## src/design/assert_macros.svh

```systemverilog
// Assertion macros shared by the design files.
`ifndef ASSERT_MACROS_SVH
`define ASSERT_MACROS_SVH

// Checks that a condition holds at every clock edge out of reset.
`define ASSERT_ALWAYS(lbl, prop, msg) \
  lbl: assert property (@(posedge clk) disable iff (!rst_n) (prop)) else $error(msg);

// Checks that a consequent holds in the same cycle as its antecedent.
`define ASSERT_IMPLIES(lbl, ante, cons, msg) \
  lbl: assert property (@(posedge clk) disable iff (!rst_n) (ante) |-> (cons)) else $error(msg);

`endif

```

## src/design/cdr_pkg.sv

```systemverilog
// Types and constants of the cable direction and rate block.
`timescale 1ns / 1ps
`default_nettype none
package cdr_pkg;

  // Field and datapath widths.
  localparam int COORD_W  = 32;
  localparam int DIFF_W   = 33;
  localparam int SQ_W     = 66;
  localparam int LEN_W    = 33;
  localparam int DIR_QW   = 31;
  localparam int DIR_FRAC = 30;
  localparam int RATE_QW  = 32;
  localparam int PROD_W   = 65;
  localparam int MAG_W    = 64;
  localparam int NQ_W     = 51;
  localparam int MINLEN_W = 17;
  localparam int ADDR_W   = 3;
  localparam int DATA_W   = 32;

  // Register map.
  localparam logic REG_MIN_LENGTH = 1'b0;
  localparam logic [MINLEN_W-1:0] MINLEN_RESET = 17'd1;

  // Output limits.
  localparam logic [COORD_W-1:0] RATE_POS_MAX = 32'h7FFF_FFFF;
  localparam logic [COORD_W-1:0] RATE_NEG_MAX = 32'h8000_0000;
  localparam logic signed [COORD_W-1:0] DIR_ONE = 32'sh4000_0000;

  typedef struct packed {
    logic signed [COORD_W-1:0] vehicle_pos_x;
    logic signed [COORD_W-1:0] vehicle_pos_y;
    logic signed [COORD_W-1:0] vehicle_pos_z;
    logic signed [COORD_W-1:0] load_pos_x;
    logic signed [COORD_W-1:0] load_pos_y;
    logic signed [COORD_W-1:0] load_pos_z;
    logic signed [COORD_W-1:0] vehicle_vel_x;
    logic signed [COORD_W-1:0] vehicle_vel_y;
    logic signed [COORD_W-1:0] vehicle_vel_z;
    logic signed [COORD_W-1:0] load_vel_x;
    logic signed [COORD_W-1:0] load_vel_y;
    logic signed [COORD_W-1:0] load_vel_z;
  } in_word_t;

  typedef struct packed {
    logic signed [COORD_W-1:0] dir_x;
    logic signed [COORD_W-1:0] dir_y;
    logic signed [COORD_W-1:0] dir_z;
    logic signed [COORD_W-1:0] rate_x;
    logic signed [COORD_W-1:0] rate_y;
    logic signed [COORD_W-1:0] rate_z;
  } out_word_t;

  // Carried alongside the square root: offset magnitudes, signs, velocity difference.
  typedef struct packed {
    logic [2:0][DIFF_W-1:0] mag;
    logic [2:0]             neg;
    logic [2:0][DIFF_W-1:0] vel;
  } gside_t;

  // Carried alongside the direction divider.
  typedef struct packed {
    logic [2:0]             neg;
    logic [2:0][DIFF_W-1:0] vel;
  } dside_t;

  // Carried alongside the rate divider.
  typedef struct packed {
    logic [2:0]              neg;
    logic [2:0]              ovf;
    logic [2:0][COORD_W-1:0] dir;
  } rside_t;

endpackage
`default_nettype wire

```

## src/design/cdr_sqrt_pipe.sv

```systemverilog
// Pipelined floor square root, one result bit per stage.
`timescale 1ns / 1ps
`default_nettype none
module cdr_sqrt_pipe #(
  parameter int SideW = 8
) (
  input  wire                        clk,
  input  wire                        rst_n,
  input  wire                        en,
  input  wire                        in_valid,
  input  wire [cdr_pkg::SQ_W-1:0]    in_rad,
  input  wire [SideW-1:0]            in_side,
  output logic                       out_valid,
  output logic [cdr_pkg::LEN_W-1:0]  out_root,
  output logic [SideW-1:0]           out_side
);
  import cdr_pkg::*;

  localparam int Steps = LEN_W;
  localparam int RemW  = LEN_W + 2;

  logic             v_r      [Steps];
  logic [RemW-1:0]  rem_r    [Steps];
  logic [LEN_W-1:0] root_r   [Steps];
  logic [SQ_W-1:0]  rad_r    [Steps];
  logic [SideW-1:0] side_r   [Steps];

  logic             v_in     [Steps];
  logic [RemW-1:0]  rem_in   [Steps];
  logic [LEN_W-1:0] root_in  [Steps];
  logic [SQ_W-1:0]  rad_in   [Steps];
  logic [SideW-1:0] side_in  [Steps];

  logic [RemW-1:0]  rem_nxt  [Steps];
  logic [LEN_W-1:0] root_nxt [Steps];
  logic [SQ_W-1:0]  rad_nxt  [Steps];

  // Each stage reads the stage before it; the first reads the ports.
  always_comb begin
    v_in[0]    = in_valid;
    rem_in[0]  = '0;
    root_in[0] = '0;
    rad_in[0]  = in_rad;
    side_in[0] = in_side;
    for (int k = 1; k < Steps; k++) begin
      v_in[k]    = v_r[k-1];
      rem_in[k]  = rem_r[k-1];
      root_in[k] = root_r[k-1];
      rad_in[k]  = rad_r[k-1];
      side_in[k] = side_r[k-1];
    end
  end

  // One trial subtraction per stage: bring down two radicand bits, try 4*root+1.
  always_comb begin
    logic [RemW+1:0] tst;
    logic [RemW+1:0] trial;
    logic            fits;
    for (int k = 0; k < Steps; k++) begin
      tst         = {rem_in[k], rad_in[k][SQ_W-1 -: 2]};
      trial       = {2'b00, root_in[k], 2'b01};
      fits        = (tst >= trial);
      rem_nxt[k]  = fits ? RemW'(tst - trial) : RemW'(tst);
      root_nxt[k] = {root_in[k][LEN_W-2:0], fits};
      rad_nxt[k]  = {rad_in[k][SQ_W-3:0], 2'b00};
    end
  end

  // Stage valid bits.
  always_ff @(posedge clk) begin
    if (!rst_n) begin
      for (int k = 0; k < Steps; k++) v_r[k] <= 1'b0;
    end else if (en) begin
      for (int k = 0; k < Steps; k++) v_r[k] <= v_in[k];
    end
  end

  // Stage data.
  always_ff @(posedge clk) begin
    if (en) begin
      for (int k = 0; k < Steps; k++) begin
        rem_r[k]  <= rem_nxt[k];
        root_r[k] <= root_nxt[k];
        rad_r[k]  <= rad_nxt[k];
        side_r[k] <= side_in[k];
      end
    end
  end

  assign out_valid = v_r[Steps-1];
  assign out_root  = root_r[Steps-1];
  assign out_side  = side_r[Steps-1];

endmodule
`default_nettype wire

```

## config.mk

```make
export PLATFORM = sky130hd
export DESIGN_NAME = cdr_sqrt_pipe
export DESIGN_NICKNAME = d
export VERILOG_FILES = /design/src/design/assert_macros.svh /design/src/design/cdr_pkg.sv /design/src/design/cdr_sqrt_pipe.sv
export SDC_FILE = /design/constraint.sdc
export NUM_CORES = 2
export LEC_CHECK = 0
export BUFFER_PORTS_ARGS = -buffer_cell sky130_fd_sc_hd__buf_2
export CAP_MARGIN = 20
export CORE_ASPECT_RATIO = 0.9
export CORE_MARGIN = 8
export CORE_UTILIZATION = 40
export DETAILED_ROUTE_END_ITERATION = 7
export GPL_TIMING_DRIVEN = 0
export SLEW_MARGIN = 40
export SYNTH_ARGS = -nofsm -noshare
export SYNTH_HDL_FRONTEND = slang
export SYNTH_MEMORY_MAX_BITS = 65536
export SYNTH_SLANG_ARGS = --single-unit
```

## constraint.sdc

```tcl
create_clock -name clk -period 3.85 [get_ports clk]
set_input_delay 0.9625 -clock clk [delete_from_list [all_inputs] [get_ports clk]]
set_output_delay 0.9625 -clock clk [all_outputs]
set_load 0.005 [all_outputs]
```

==> impl_metrics.toml <==
[synthesis]
synth_xor_xnor_area_share_pct = 5.77
synth-simple-area-share_pct = 9.79
synth_mux_area_share_pct = 0.855
synth-adder-area-share_pct = 5.51
async_reset_ff_share_pct = 0
synth_area_per_cell_um2 = 13.2
synth_top_family_by_area = "simple AND/OR/NAND/NOR gates"
synth_compound_area_share_pct = 9.23
yosys_register_bits = 2981
synth.area.top_cells = "edfxtp_1 66%, ha_1 5.5%, xnor2_1 3.0%, xor2_1 2.7%, a21oi_1 2.3%"
synth_nets = 10900
synth_area_um2 = 135000
synthFlopType = "edfxtp_1"
yosys.area.top_type = "edfxtp_1"
synth_edf_count = 2981
syn_inst = 10200
ys_types = 105
ys_warn_count = 0
yosysSeqAreaShare_pct = 66.1
synth_top_cell_area_share_pct = 66.1

[pwr]
max-vdd-ir-drop_v = 0.000379
leakagePower_nw = 57.7
powerDensity_nw_per_um2 = 600

[global_routing]
grt_pass1_vias = 80100
grt_usage_pct = 16.5
grt_pass1_wl_mm = 471
antenna_found_initial = 18
grt-ovfl-total = 0
grt_max_degree = 119

[sta]
tightest_slew_ns = 0.855
setup_viol = 0
whs_ns = 0.219
period_needed_ns = 3.76
period_share_pct = 97.5
worst_clock_skew_ns = 0.0690
finalHoldViolations = 0
slew_viol_final = 0
maxSlewHeadroom_pct = 42.5
rsz0062_at_grt = "yes"
tns_ns = 0
timing.fmax_mhz = 266

[critical_path]
end_kind = "register"
critical_path_class = "register to register"
critPathArrivalTime_ns = 4.41
worstPathMaxFanout = 10
critPathRequiredTime_ns = 4.50
cpPeakStageDelay_ns = 0.42
slowest_stage = "edfxtp_1"
start_kind = "register"
crit_chain = "ha_1 -> or3_1 -> o221a_2 -> a32o_1 -> a211oi_1 -> o21ai_0 -> nor2_4 -> clkinv_2 -> clkbuf_1 -> a21oi_1"
path_delay_family = "compound AO/OA/AOI/OAI gates"
critPathBufInv = 2

[hold_path]
hold_path.class = "input port to register"

[drt]
drtPass1Iterations = 8
ant_nets = 0
drt-initial-drc-count = 6509
avgRoutedWirePerCell_um = 19.8
finalWirelength_mm = 306
via_per_inst = 5.26
drc_errors = 7
dr_total_vias = 81300

[layout]
multi_input_area_um2 = 42900
regArea_um2 = 89500
area_growth_pct = 13.8
num-fill-cells = 30100
drive_above_1_share_pct = 9.13
nets = 11400

[clock_network]
hold_buffers = 0
clockBufferDepth = 4
tritoncts = "built"
cts.sinks = 2981
cts_inserted_buffers = 320
cts_root_buf = "clkbuf_16"
clk_latency_ns = 0.91
cts_max_level = 5
clk_pin_slew_worst_paths_ns = 0.06

[floorplan]
row_count = 202
num_io_pins = 120
die_w_um = 629
initial_core_util_pct = 40.2
core_um2 = 337000
fp.dieArea_um2 = 357000
fp.dieH_um = 568

[place]
place_congestion = 0.887
numPortBuffers = 119
dpl.hpwl_mm = 219

[status]
violations = "DRC"
status = "finished, violations left"

[flow_run]
maxCapViolCount = 0
## layout by cell type, fill, tap and decap left out, drive strengths merged, types with 21 or more instances in the layout
master and count:
edfxtp 2981, inv 787, nand2 706, nor2 635, a21oi 632, ha 596, clkbuf 548, o21ai 509
xnor2 467, xor2 425, nor3 248, a21o 243, buf 196, nand3 171, nor4 138, clkinv 132
nand2b 117, o21a 106, or3 103, nand4 98, and3 93, mux2 93, o31ai 82, nor2b 74
or4 65, a211oi 58, o21bai 54, a31oi 53, or2 48, and2 46, o211ai 42, bufinv 34
nand3b 31, a2111oi 26, a211o 23, a21boi 21
## final cells by class
| class | count | share of cell area (%) |
|---|---|---|
| Buffer | 195 | 0.557 |
| Clock buffer | 376 | 5.39 |
| Tap cell | 4488 | 3.64 |
| Sequential cell | 2981 | 58.1 |
| Inverter | 773 | 1.89 |
| Clock inverter | 196 | 1.37 |
| Multi-Input combinational cell | 6267 | 27.8 |
| Antenna cell | 3 | 0.00487 |
| Timing Repair Buffer | 179 | 1.21 |
## registers in the layout (all words and copies together), names as in the netlist
signal	count
side_r	264
rad_r	1056
v_r	33
rem_r	1067
root_r	561
## where the power goes
part | leakage, nW | internal, mW | switching (mW)
Clock | 5.05 | 17.8 | 12.8
Combinational | 23.9 | 7.44 | 11.0
Sequential | 28.8 | 40.7 | 2.66
Total | 57.7 | 66.0 | 26.5
## routing by layer
metal  global-route usage, %  up-vias  routed length, µm
li1                        -    39000                  -
met1                    23.1    39900             142000
met2                    26.8     1858             141000
met3                    2.06      511              13200
met4                    4.99        2               9280
met5                       0        -                 18
## per-stage QoR
stage	setup WS, ns	total power, mW	util (%)	cells	cell area (µm²)
final	0.0948	92.4	45.8	15500	154000
after CTS	0.00158	93.5	45.6	15400	154000
after global placement	-46.78	60.9	42.1	14800	142000
after detailed placement	-2.26	62.0	42.3	14900	143000
after floorplan	0.378	55.7	-	10200	135000
after global routing	-0.0776	97.2	45.8	15500	154000
## timing repair
action | in CTS | in global routing
gates cloned | 7 | 2
resized for setup | 102 | 90
buffers inserted | 10 | 12
endpoints found under the setup margin | 627 | 579
pin swaps | 5 | 10
## final timing paths
check | start | to | slack (ns) | cells past startpoint
setup / recovery | rem_r[0][561] | rem_r[0][596] | 0.09 | 10
hold / removal | in_rad[60] | rad_r[0][60] | 0.22 | 1
setup reg to reg | rem_r[0][561] | rem_r[0][596] | 0.09 | 10
hold reg to reg | rad_r[0][23] | rad_r[0][89] | 0.39 | 0
## synth_stat cells, drive strengths merged (103+ instances only)
| master | number |
|---|---|
| nand2b | 116 |
| nor2 | 635 |
| edfxtp | 2981 |
| xnor2 | 467 |
| nor3 | 248 |
| ha | 596 |
| xor2 | 425 |
| a21oi | 632 |
| nand2 | 706 |
| a21o | 243 |
| inv | 771 |
| nor4 | 138 |
| o21a | 106 |
| or3 | 103 |
| clkbuf | 180 |
| nand3 | 171 |
| o21ai | 509 |
## cell families (layout without fill, tap and decap cells)
kind of cell    after synthesis  count (layout)
flops                      2981            2981
compound gates             2011            2011
simple gates               2662            2663
xor+xnor                    892             892
mux                         104             104
buf+inv                     978            1719
other cells                   1               4
fa+ha+maj                   596             596
## worst register-to-register path, cell delays in order (launching register included)
cell	delay [ns]
edfxtp_1	0.42
ha_1	0.38
or3_1	0.40
o221a_2	0.17
a32o_1	0.32
a211oi_1	0.35
o21ai_0	0.27
nor2_4	0.35
clkinv_2	0.26
clkbuf_1	0.29
a21oi_1	0.33
No activity file was read; power rests on OpenSTA's default activity.
